===== src/rtl/gpbe_pkg.sv =====
`timescale 1ns / 1ps

package gpbe_pkg;

	// LED count and derived sizes
	localparam int LED_COUNT   = 40;
	localparam int LEVEL_COUNT = 64;
	localparam int BYTE_COUNT  = (LED_COUNT + 7) / 8;
	localparam int LED_W       = $clog2(LED_COUNT);
	localparam int BANK_W      = $clog2(2 * LED_COUNT);
	localparam int LEVEL_W     = $clog2(LEVEL_COUNT);
	localparam int PULSE_W     = 7;

	typedef enum logic [2:0] {
		CMD_SET_BRT = 3'd0,
		CMD_REN_ONE = 3'd1,
		CMD_REN_ALL = 3'd2,
		CMD_SWAP    = 3'd3,
		CMD_SEND    = 3'd4
	} cmd_code_t;

	typedef struct packed {
		logic [2:0] cmd;
		logic [5:0] led_index;
		logic [5:0] brightness;
		logic [5:0] step_index;
	} item_t;

	typedef struct packed {
		logic [2:0] byte_index;
		logic [7:0] step_bits;
		logic       last;
	} result_t;

	// controller to datapath
	typedef struct packed {
		logic             bri_wr;
		logic             swap;
		logic             step_ld;
		logic             ren_rd;
		logic             snd_rd;
		logic [LED_W-1:0] idx;
	} dp_cmd_t;

endpackage


===== src/rtl/gpbe_ctrl.sv =====
`timescale 1ns / 1ps

module gpbe_ctrl import gpbe_pkg::*; (
	input  logic    clk,
	input  logic    arst_n,
	input  logic    start,
	input  item_t   item,
	output logic    busy,
	output dp_cmd_t dp_cmd
);

	typedef enum logic [3:0] {
		S_IDLE  = 4'b0001,
		S_REN   = 4'b0010,
		S_SEND  = 4'b0100,
		S_FLUSH = 4'b1000
	} state_t;

	localparam logic [LED_W-1:0] LAST_IDX = LED_W'(LED_COUNT - 1);

	state_t           state_q, state_nxt;
	logic [LED_W-1:0] cnt_q, cnt_nxt;
	logic             single_q, single_nxt;
	logic             accept;
	logic             led_ok;

	assign busy   = (state_q != S_IDLE);
	assign accept = start && !busy;
	assign led_ok = (32'(item.led_index) < 32'(LED_COUNT));

	always_comb begin
		state_nxt  = state_q;
		cnt_nxt    = cnt_q;
		single_nxt = single_q;
		dp_cmd     = '0;
		dp_cmd.idx = cnt_q;
		case (state_q)
			S_IDLE: begin
				dp_cmd.idx = LED_W'(item.led_index);
				if (accept) begin
					case (item.cmd)
						CMD_SET_BRT: dp_cmd.bri_wr = led_ok;
						CMD_REN_ONE: begin
							if (led_ok) begin
								cnt_nxt    = LED_W'(item.led_index);
								single_nxt = 1'b1;
								state_nxt  = S_REN;
							end
						end
						CMD_REN_ALL: begin
							cnt_nxt    = '0;
							single_nxt = 1'b0;
							state_nxt  = S_REN;
						end
						CMD_SWAP: dp_cmd.swap = 1'b1;
						CMD_SEND: begin
							dp_cmd.step_ld = 1'b1;
							cnt_nxt        = '0;
							state_nxt      = S_SEND;
						end
						default: ;
					endcase
				end
			end
			S_REN: begin
				dp_cmd.ren_rd = 1'b1;
				if (single_q || cnt_q == LAST_IDX) begin
					state_nxt = S_FLUSH;
				end else begin
					cnt_nxt = cnt_q + 1'b1;
				end
			end
			S_SEND: begin
				dp_cmd.snd_rd = 1'b1;
				if (cnt_q == LAST_IDX) begin
					state_nxt = S_FLUSH;
				end else begin
					cnt_nxt = cnt_q + 1'b1;
				end
			end
			S_FLUSH: state_nxt = S_IDLE;
			default: state_nxt = S_IDLE;
		endcase
	end

	always_ff @(posedge clk or negedge arst_n) begin
		if (!arst_n) begin
			state_q  <= S_IDLE;
			cnt_q    <= '0;
			single_q <= 1'b0;
		end else begin
			state_q  <= state_nxt;
			cnt_q    <= cnt_nxt;
			single_q <= single_nxt;
		end
	end

endmodule


===== src/rtl/gpbe_datapath.sv =====
`timescale 1ns / 1ps

module gpbe_datapath import gpbe_pkg::*; (
	input  logic    clk,
	input  logic    arst_n,
	input  item_t   item,
	input  dp_cmd_t dp_cmd,
	output logic    strobe,
	output result_t result
);

	localparam logic [PULSE_W-1:0] GAMMA_ROM [LEVEL_COUNT] = '{
		7'h00, 7'h00, 7'h00, 7'h00, 7'h00, 7'h00, 7'h00, 7'h01,
		7'h01, 7'h01, 7'h01, 7'h01, 7'h01, 7'h01, 7'h02, 7'h02,
		7'h02, 7'h02, 7'h02, 7'h03, 7'h03, 7'h03, 7'h03, 7'h04,
		7'h04, 7'h04, 7'h05, 7'h05, 7'h05, 7'h06, 7'h06, 7'h07,
		7'h07, 7'h08, 7'h09, 7'h09, 7'h0a, 7'h0b, 7'h0b, 7'h0c,
		7'h0d, 7'h0e, 7'h0f, 7'h10, 7'h11, 7'h13, 7'h14, 7'h16,
		7'h17, 7'h19, 7'h1a, 7'h1c, 7'h1e, 7'h21, 7'h23, 7'h25,
		7'h28, 7'h2b, 7'h2e, 7'h31, 7'h34, 7'h38, 7'h3c, 7'h40
	};

	localparam logic [LED_W-1:0] LAST_IDX = LED_W'(LED_COUNT - 1);

	function automatic logic [BANK_W-1:0] bank_addr(input logic b, input logic [LED_W-1:0] i);
		return b ? (BANK_W'(LED_COUNT) + BANK_W'(i)) : BANK_W'(i);
	endfunction

	logic [LEVEL_W-1:0] bri_mem  [LED_COUNT];
	logic [PULSE_W-1:0] bank_mem [2*LED_COUNT];
	logic [LED_COUNT-1:0]   bri_vld_q;
	logic [2*LED_COUNT-1:0] bank_vld_q;

	logic               active_q;
	logic [5:0]         step_q;
	logic               ren_s1, snd_s1;
	logic [LED_W-1:0]   idx_s1;
	logic               tgt_s1;
	logic               vld_s1;
	logic [LEVEL_W-1:0] bri_s1;
	logic [PULSE_W-1:0] pl_s1;
	logic [7:0]         acc_q, acc_nxt;
	logic               hit;
	logic               byte_end;
	logic [BANK_W-1:0]  wr_addr;
	logic [BANK_W-1:0]  rd_addr;
	logic [LEVEL_W-1:0] level;
	logic [2:0]         bit_pos;

	assign rd_addr = bank_addr(active_q, dp_cmd.idx);
	assign wr_addr = bank_addr(tgt_s1, idx_s1);
	assign level   = vld_s1 ? bri_s1 : '0;
	assign bit_pos = idx_s1[2:0];

	// memories and their read registers, no reset
	always_ff @(posedge clk) begin
		if (dp_cmd.bri_wr) begin
			bri_mem[dp_cmd.idx] <= item.brightness;
		end
		if (dp_cmd.ren_rd) begin
			bri_s1 <= bri_mem[dp_cmd.idx];
		end
		if (ren_s1) begin
			bank_mem[wr_addr] <= GAMMA_ROM[level];
		end
		if (dp_cmd.snd_rd) begin
			pl_s1 <= bank_mem[rd_addr];
		end
	end

	always_ff @(posedge clk or negedge arst_n) begin
		if (!arst_n) begin
			bri_vld_q  <= '0;
			bank_vld_q <= '0;
			active_q   <= 1'b0;
			ren_s1     <= 1'b0;
			snd_s1     <= 1'b0;
			strobe     <= 1'b0;
		end else begin
			if (dp_cmd.bri_wr) begin
				bri_vld_q[dp_cmd.idx] <= 1'b1;
			end
			if (ren_s1) begin
				bank_vld_q[wr_addr] <= 1'b1;
			end
			if (dp_cmd.swap) begin
				active_q <= ~active_q;
			end
			ren_s1 <= dp_cmd.ren_rd;
			snd_s1 <= dp_cmd.snd_rd;
			strobe <= snd_s1 && byte_end;
		end
	end

	// stage-1 payload, step register, byte accumulator and result word
	always_ff @(posedge clk) begin
		idx_s1 <= dp_cmd.idx;
		tgt_s1 <= ~active_q;
		if (dp_cmd.ren_rd) begin
			vld_s1 <= bri_vld_q[dp_cmd.idx];
		end else if (dp_cmd.snd_rd) begin
			vld_s1 <= bank_vld_q[rd_addr];
		end
		if (dp_cmd.step_ld) begin
			step_q <= item.step_index;
		end
		if (snd_s1) begin
			acc_q <= acc_nxt;
		end
		if (snd_s1 && byte_end) begin
			result.byte_index <= 3'(idx_s1 >> 3);
			result.step_bits  <= acc_nxt;
			result.last       <= (idx_s1 == LAST_IDX);
		end
	end

	always_comb begin
		hit      = vld_s1 && (pl_s1 > {1'b0, step_q});
		byte_end = (bit_pos == 3'd7) || (idx_s1 == LAST_IDX);
		acc_nxt  = (bit_pos == 3'd0) ? 8'd0 : acc_q;
		acc_nxt[bit_pos] = acc_nxt[bit_pos] | hit;
	end

endmodule


===== src/rtl/gamma_pwm_led_bitplane_engine_top.sv =====
`timescale 1ns / 1ps

// Gamma-corrected PWM bit-plane engine for LED_COUNT (40) LEDs. Issue a command word on
// item with start high while busy is low; it is taken at that clock edge. Set brightness
// and swap banks finish in the accepting cycle and never raise busy. Render one holds
// busy through S_REN and S_FLUSH; render all and send step walk every LED through the single
// read port of the brightness or pulse-length memory, one LED per cycle, and hold busy for
// the walk and then S_FLUSH. Send step emits BYTE_COUNT (5) result words, one per group of
// eight LEDs, each marked by a one-cycle strobe; the last word carries last = 1 and appears
// in the first cycle with busy low. The receiver cannot stall: capture every word on the
// cycle strobe is high. Render writes the inactive bank, so a render followed by swap
// updates all LEDs at once. Out-of-range LED indexes and unused command codes are
// dropped. All stores read as zero after reset; no clearing pass is needed.
module gamma_pwm_led_bitplane_engine_top import gpbe_pkg::*; (
	input  logic    clk,
	input  logic    arst_n,
	input  logic    start,
	output logic    busy,
	input  item_t   item,
	output logic    strobe,
	output result_t result
);

	dp_cmd_t dp_cmd;

	// sequence commands: count LEDs, issue memory reads, drain the read stage
	gpbe_ctrl u_ctrl (
		.clk    (clk),
		.arst_n (arst_n),
		.start  (start),
		.item   (item),
		.busy   (busy),
		.dp_cmd (dp_cmd)
	);

	// hold brightness and both pulse-length banks, apply gamma, pack bit planes
	gpbe_datapath u_dp (
		.clk    (clk),
		.arst_n (arst_n),
		.item   (item),
		.dp_cmd (dp_cmd),
		.strobe (strobe),
		.result (result)
	);

`ifndef NO_ASSERTIONS
	// every word is produced from a read issued while busy
	a_strobe_after_busy: assert property (@(posedge clk) disable iff (!arst_n)
		strobe |-> $past(busy))
		else $error("result word without a preceding busy cycle");

	// the last flag marks only the final byte
	a_last_byte: assert property (@(posedge clk) disable iff (!arst_n)
		(strobe && result.last) |-> (result.byte_index == 3'(BYTE_COUNT - 1)))
		else $error("last flag on a byte other than the final one");

	// byte index stays within the plane
	a_byte_range: assert property (@(posedge clk) disable iff (!arst_n)
		strobe |-> (32'(result.byte_index) < 32'(BYTE_COUNT)))
		else $error("byte index beyond the plane");

	// an accepted send word starts a walk
	a_send_busy: assert property (@(posedge clk) disable iff (!arst_n)
		(start && !busy && item.cmd == CMD_SEND) |=> busy)
		else $error("send command did not raise busy");
`endif

endmodule


===== config.mk =====
export PLATFORM = sky130hd
export DESIGN_NAME = gamma_pwm_led_bitplane_engine_top
export DESIGN_NICKNAME = d
export VERILOG_FILES = /design/src/rtl/gpbe_pkg.sv /design/src/rtl/gpbe_ctrl.sv /design/src/rtl/gpbe_datapath.sv /design/src/rtl/gamma_pwm_led_bitplane_engine_top.sv
export SDC_FILE = /design/constraint.sdc
export NUM_CORES = 1
export LEC_CHECK = 0
export ABC_AREA = 1
export ABC_CLOCK_PERIOD_IN_PS = 11610
export BUFFER_PORTS_ARGS = -buffer_cell sky130_fd_sc_hd__buf_2
export CAP_MARGIN = 20
export CORE_MARGIN = 1.5
export CORE_UTILIZATION = 25
export CTS_CLUSTER_SIZE = 20
export DETAILED_ROUTE_END_ITERATION = 16
export GPL_ROUTABILITY_DRIVEN = 0
export PLACE_DENSITY = 0.44
export RECOVER_POWER = 100
export SLEW_MARGIN = 5
export SYNTH_ARGS = -nofsm -noshare
export SYNTH_HDL_FRONTEND = slang
export SYNTH_SLANG_ARGS = --single-unit

===== constraint.sdc =====
create_clock -name clk -period 11.61 [get_ports clk]
set_input_delay 1.161 -clock clk [delete_from_list [all_inputs] [get_ports clk]]
set_output_delay 1.161 -clock clk [all_outputs]
set_load 0.03 [all_outputs]

==> metrics.md, run 1 <==
| Metric | Value |
|---|---|
| Status | complete, but fails checks |
| Violated checks | capacitance limit, slew limit |
| Critical path class | flip-flop to flip-flop |
| Slew headroom | -2.19 |
| Die H | ~400 um |
| Placement Rows | ~150 |
| Seq/Total Area, Yosys | 0.728 |
| Via count | 25200 |
| Final Total Pwr | 12.8 mW |
| HPWL after detailed placement | around 73 mm |
| Avg WL per Cell | approximately 23 um |
| #FFs+latches synth | 982 |
| Worst Tran Pin Value | around 4.8 ns |
| Ys Warns | 0 |
| CP Max Fanout | 36 |
| Initial Utilization | 0.252 |
| Hold EP | u_dp.bank_vld_q[18] |
| GRT overflow | 0 |
| Pin count of the biggest net entering global routing | 85 |
| First-pass GRT wire length | ~180 mm |
| Clock latency on the worst-skew pair | roughly 0.71 ns |
| Power per Cell Area | 284 nW/um2 |
| Area delta synth->final | 14.1% |
| ANT nets after route | 0 |
| Slowest stage delay, CP | ~1.4 ns |
| RSZ-0062 raised after global routing | no |
| CTS HTree Levels | 3 |
| Longest Clk Path Bufs | 3 |
| Min Tclk post-route | around 7.9 ns |
| Num CTS Buffers | approximately 110 |
| PnR worst setup slack | between 3 and 4 ns |
| Async set-or-reset flop fraction in the synthesized netlist | 0.137 |
| Hold Path Class | flip-flop to flip-flop |
| Hold-fix buffers, CTS | 0 |
| Vias in the first global route | around 25000 |
| Slowest-stage cell, CP | nor2_1 |
| Design Area, Final | approximately 45000 um2 |
| CTS clk-pin slew, worst paths | roughly 0.06 ns |
| Worst reg2reg path depth | 8 |
| CTS tree | done |
| Layout cells sized above 1 | 0.0707 |
| Hold Crit Depth | 2 |
| Fmax | about 130 MHz |
| DRT Pass-1 Iters | 5 |
| Fill count | between 15000 and 20000 |
| Synth Flop Type | edfxtp_1 |
| Worst endpoint required time | roughly 12 ns |
| Cell Area, Synth | just under 40000 um2 |
| Initial antenna violation count | 5 |
| Final Net Count | between 3000 and 4000 |
| Vias per cell | 4.60 |
| IO buf count | 37 |
| Num ports | 38 |
| Storage cell area | roughly 29000 um2 |
| Cell with the most instances after synthesis | nand2_1 |
| Die area | 160000 um2 |
| GRT Resource Usage Total | 0.152 |
| Synthesized Nets | 3337 |
| Top post-synthesis cells by area | edfxtp_1 (64%), nand2_1 (9.1%), dfrtp_1 (8.5%), a22oi_1 (2.5%), o21ai_0 (2.2%) |
| Synth top area share | 0.639 |
| Gates resized, CTS repair | 0 |
| Final Slew Violations | 1213 |
| Cell taking the most area after synthesis | edfxtp_1 |
| Post-CTS Setup Bufs | 0 |
| Top cells by count, synth | nand2_1 (958), edfxtp_1 (840), nor2_1 (228) |
| Critical Path End Type | flip-flop |
| Post-synth EDFFs | 840 |
| Worst VDD drop | 0.000307 V |
| CP cell instances | nor2_1, nand2_1, nand2_1, nand2_1, clkbuf_1, nor2_1, nand2_1, nor2_1 |
| WL final | between 100 and 150 mm |
| Horiz. Die Dim | roughly 400 um |
| Hold WS | between 0.4 and 0.5 ns |
| Reg2Reg Setup Slack | 3.75 ns |
| Syn_area_per_cell | 12.0 um2 |
| DRC Markers | 0 |
| Detailed Route Iter0 Violations | between 2000 and 2500 |
| Final period utilization | 0.677 |
| Fin. Hold Viols | 0 |
| Core Box Area | around 160000 um2 |
| R2R Path End | u_dp.bri_mem[16][2] |
| CP most frequent cell | nand2_1 |
| Leak | between 15 and 20 nW |
| WP data arrival | roughly 8.2 ns |
| # Max-Cap Violations | 30 |
| Post-Place Setup Slack | between 6 and 7 ns |
| Skew final | roughly 0.031 ns |
| Multi-input logic area | 9320 um2 |
| Setup tns final | 0 ns |
| Post-DP Area | between 40000 and 50000 um2 |
| Clock Sinks | about 980 |
| R2R Path Start | u_ctrl.state_q[3] |
| Root Buffer | clkbuf_16 |
| Post-synthesis cell type count | 50 |
| CP startpoint kind | flip-flop |
| HP Start | u_dp.bank_vld_q[18] |
| Synthesized instance count | 3300 |
| Final Setup Violations | 0 |
==> logic make-up (layout without fill, tap and decap cells) <==
family	after synthesis	in the layout	share of synthesized area
AO/OA/AOI/OAI	512	512	0.0775
adder cells (fa/ha/maj)	13	13	0.00412
XOR/XNOR	6	6	0.00152
flip-flops	982	982	0.728
AND/OR/NAND/NOR	1457	1457	0.154
other	0	4	0
buffers and inverters	330	453	0.0354
==> final cells by class <==
class | count | share of cell area
clock inverter | 63 | 0.0122
clock buffer | 130 | 0.0615
antenna | 4 | 0.000222
timing repair buffer | 88 | 0.0104
inverter | 172 | 0.0143
sequential | 982 | 0.638
tap | 2058 | 0.0571
multi-input combinational | 1988 | 0.207
==> power by group <==
group	internal [mW]	switching, mW
sequential	4.32	0.0910
combinational	1.17	3.93
clock	1.85	1.43
==> how the worst max path moves through the flow <==
stage	slack (ns)	startpoint	endpoint
detailed placement	6.11	item[12]	u_dp.pl_s1[2]
global route	3.09	arst_n	u_dp.bri_vld_q[19]
CTS	6.34	u_ctrl.state_q[0]	u_dp.pl_s1[2]
floorplan	1.89	u_dp.vld_s1	u_dp.bank_mem[0][4]
finish	3.75	u_ctrl.state_q[3]	u_dp.bri_mem[16][2]
global placement	6.12	item[12]	u_dp.pl_s1[2]
==> flip-flops by register name, summed over array words and instances (netlist names), 4 cells and up <==
name	cells
u_dp.result	12
u_dp.step_q	6
u_dp.bri_s1	6
u_dp.bri_mem	240
u_dp.pl_s1	7
u_dp.bank_mem	560
u_dp.bank_vld_q	80
u_dp.acc_q	8
u_ctrl.cnt_q	6
u_dp.idx_s1	6
u_ctrl.state_q	4
u_dp.bri_vld_q	40
==> worst max-delay path: cells and delay by family (launching register included) <==
kind                   cells  cell delay (ns)
buffers and inverters      1             1.22
flip-flops                 1             0.38
AND/OR/NAND/NOR            7             5.80
==> per-layer routing <==
| metal | global-route usage | up-vias | share of wire |
|---|---|---|---|
| li1 | - | 11700 | - |
| met1 | 0.215 | 12700 | 0.46 |
| met2 | 0.237 | 699 | 0.46 |
| met3 | 0.0217 | 147 | 0.053 |
| met4 | 0.0523 | 0 | 0.028 |
| met5 | 0 | - | 0 |
==> stage by stage <==
stage                     std cells   util
after detailed placement       5286  0.269
after floorplan                3300      -
final                          5485  0.288
after global placement         5284  0.268
after global routing           5483  0.288
after CTS                      5479  0.290
==> placed cells by master (no fill, tap or decap), types with 5 or more instances in the layout <==
master and instances:
nor2_1 230, dfxtp_1 7, a31oi_1 6, buf_4 25
xor2_1 5, nor2_4 7, edfxtp_1 840, dfrtp_1 134
nand4_1 62, ha_1 13, a221oi_1 15, o211ai_1 11
clkinv_2 23, clkbuf_1 67, a22oi_1 134, nand2_1 963
clkbuf_16 106, o21ai_0 178, or2_2 34, nor3_1 15
clkinv_1 25, o22ai_1 5, a21oi_1 145, nor4_1 6
inv_1 170, nand3_1 122, bufinv_16 7, or2_1 7
buf_2 16
(Power assumes the default switching activity.)
==> run 2: changes to the inputs <==
--- a/config.mk
+++ b/config.mk
@@ -6,7 +6,7 @@
 export NUM_CORES = 1
 export LEC_CHECK = 0
 export ABC_AREA = 1
-export ABC_CLOCK_PERIOD_IN_PS = 11610
+export ABC_CLOCK_PERIOD_IN_PS = 7900
 export BUFFER_PORTS_ARGS = -buffer_cell sky130_fd_sc_hd__buf_2
 export CAP_MARGIN = 20
 export CORE_MARGIN = 1.5
==> constraint.sdc (replaced) <==
create_clock -name clk -period 7.9 [get_ports clk]
set_input_delay 0.79 -clock clk [delete_from_list [all_inputs] [get_ports clk]]
set_output_delay 0.79 -clock clk [all_outputs]
set_load 0.03 [all_outputs]
==> run 2 against run 1 <==
Compared with the run above:
- the run still ends with capacitance limit, slew limit left
- worst setup slack got worse by 2.0 ns
- global-route usage fell by 0.18 points
- clock skew rose by 0.041 ns
- utilization rose by 0.17 points
- largest power group unchanged
- highest routed layer unchanged
- cell count is essentially flat
- combinational power rose by 46%
- hold slack worse by 0.23 ns
- die area unchanged
- wire length fell by 1.1%
- maximum frequency increased by 29%
- power rose by 48%
==> metrics.md, run 2 (same netlist as run 1, synthesis figures left out) <==
| Metric | Value |
|---|---|
| HP Start | item[2] |
| Slowest-stage cell, CP | nor2_1 |
| Gates resized, CTS repair | 0 |
| Vias in the first global route | about 25000 |
| Hold Path Class | input port to flip-flop |
| Max reg flops | 560 |
| WL final | about 120 mm |
| Dpl cells | around 5300 |
| DRT Pass-1 Iters | 5 |
| Most flops, register | u_dp.bank_mem |
| Vias per cell | 4.60 |
| Slew headroom | -1.68 |
| DR top layer | met4 |
| Fin. Hold Viols | 0 |
| Most common cell after layout, fill and taps aside | nand2_1 |
| Num CTS Buffers | between 100 and 150 |
| Initial Utilization | 0.252 |
| M1 WL | roughly 56 mm |
| Post-Place Setup Slack | roughly 3.2 ns |
| Status | complete, but fails checks |
| Most frequent cells in the layout | nand2_1 (959), edfxtp_1 (840), nor2_1 (230), o21ai_0 (176), inv_1 (168) |
| Violated checks | capacitance limit, slew limit |
| # Max-Cap Violations | 16 |
| Worst VDD drop | approximately 0.00038 V |
| Power per Cell Area | about 420 nW/um2 |
| Die H | 400 um |
| Min Tclk post-route | approximately 6.1 ns |
| Placement Rows | ~150 |
| CTS clk-pin slew, worst paths | approximately 0.06 ns |
| First-pass GRT wire length | approximately 180 mm |
| R2R Path Start | u_ctrl.state_q[0] |
| Met3 routed WL | between 5 and 6 mm |
| Core Box Area | around 160000 um2 |
| Hold Crit Depth | 1 |
| CP startpoint kind | flip-flop |
| Post-CTS Setup Bufs | 0 |
| Fill count | between 15000 and 20000 |
| Area delta synth->final | 14.8% |
| Final Net Count | ~3400 |
| Clock Sinks | roughly 1000 |
| Met2 WL | between 50 and 60 mm |
| Hold-fix buffers, CTS | 0 |
| CTS HTree Levels | 3 |
| HPWL after detailed placement | slightly above 70 mm |
| CP Max Fanout | 34 |
| CP most frequent cell | nand2_1 |
| Root Buffer | clkbuf_16 |
| Top flop regs | u_dp.bank_mem x560, u_dp.bri_mem x240, u_dp.bank_vld_q x80 |
| R2R Path End | u_dp.bri_mem[36][4] |
| Die area | around 160000 um2 |
| DRC Markers | 0 |
| IO buf count | 37 |
| WP data arrival | ~6.5 ns |
| Final period utilization | 0.773 |
| ANT nets after route | 0 |
| Skew final | 0.0723 ns |
| CP cell instances | inv_1, nor2_1, nand2_1, nand2_1, nand2_1, nor2_1, nand2_1, clkbuf_1, nor2_1 |
| Crit path capture | u_dp.bri_mem[36][4] |
| Fmax | about 160 MHz |
| RSZ-0062 raised after global routing | no |
| Slowest stage delay, CP | around 1.4 ns |
| Pin count of the biggest net entering global routing | around 140 |
| Num ports | 38 |
| GRT overflow | 0 |
| Horiz. Die Dim | ~400 um |
| Setup tns final | 0 ns |
| Origin of the worst setup path | u_ctrl.state_q[0] |
| Clock latency on the worst-skew pair | 0.74 ns |
| Initial antenna violation count | 2 |
| Longest Clk Path Bufs | 3 |
| Critical Path End Type | flip-flop |
| Final Setup Violations | 0 |
| PnR worst setup slack | about 1.8 ns |
| Final Slew Violations | about 630 |
| Critical path class | flip-flop to flip-flop |
| Layout cells sized above 1 | 0.0738 |
| Fin cells | 5486 |
| Reg2Reg Setup Slack | ~1.8 ns |
| Leak | approximately 16 nW |
| Detailed Route Iter0 Violations | roughly 2300 |
| Via count | 25200 |
| Final Total Pwr | 19.0 mW |
| GRT Resource Usage Total | 0.150 |
| Worst endpoint required time | between 8 and 9 ns |
| CTS tree | done |
| Worst Tran Pin Value | approximately 4 ns |
| Worst reg2reg path depth | 9 |
| Avg WL per Cell | ~22 um |
[run 2: cell types whose count changed in the layout (fill, tap and decap cells not counted), moves of 3 or more]
cell	delta
buf_4	+8
o21ai_4	+3
nand2_2	+3
bufinv_16	+5
clkinv_2	-13
nand2_1	-4
[run 2: layout make-up]
| cell class | count | area (um2) | share of cell area |
|---|---|---|---|
| diodes | 2 | 5.00 | 0.000110 |
| clock buffers | 142 | 2840 | 0.0626 |
| clock inverters | 55 | 648 | 0.0143 |
| inverters | 172 | 646 | 0.0142 |
| multi-input cells | 1988 | 9390 | 0.207 |
| flip-flops and latches | 982 | 28700 | 0.634 |
| well taps | 2058 | 2570 | 0.0568 |
| repair buffers | 87 | 504 | 0.0111 |
[run 2: worst max-delay path: cells and delay by family, from the launching register on]
| kind | cells | cell delay (ns) |
|---|---|---|
| simple gates | 7 | 4.52 |
| buf+inv | 2 | 0.64 |
| flops | 1 | 0.52 |
[run 2: report_power, final]
| group | leakage, nW | internal, mW | switching (mW) |
|---|---|---|---|
| combinational | 5.06 | 1.72 | 5.75 |
| sequential | 9.67 | 6.32 | 0.145 |
| clock | 1.69 | 2.92 | 2.12 |
[run 2: metrics by stage]
step / instance area [um2] / utilization / hold WS, ns
after floorplan: 39500 / - / 0.424
after global placement: 42100 / 0.269 / 0.436
after detailed placement: 42100 / 0.269 / 0.444
after CTS: 45600 / 0.291 / 0.0319
after global routing: 45300 / 0.290 / 0.193
final: 45300 / 0.290 / 0.227
[run 2: worst min path at each step]
stage | endpoint | slack (ns)
6_report | u_dp.step_q[2] | 0.23
3_3_place_gp | u_dp.bri_vld_q[4] | 0.44
2_1_floorplan | u_dp.bri_vld_q[0] | 0.42
5_1_grt | u_dp.step_q[2] | 0.19
3_5_place_dp | u_dp.bri_vld_q[26] | 0.44
4_1_cts | u_dp.bank_vld_q[39] | 0.03
[run 2: layer usage]
layer,track usage,up-vias
li1,-,11700
met3,0.0194,171
met5,0,-
met1,0.209,12800
met4,0.0518,0
met2,0.240,658
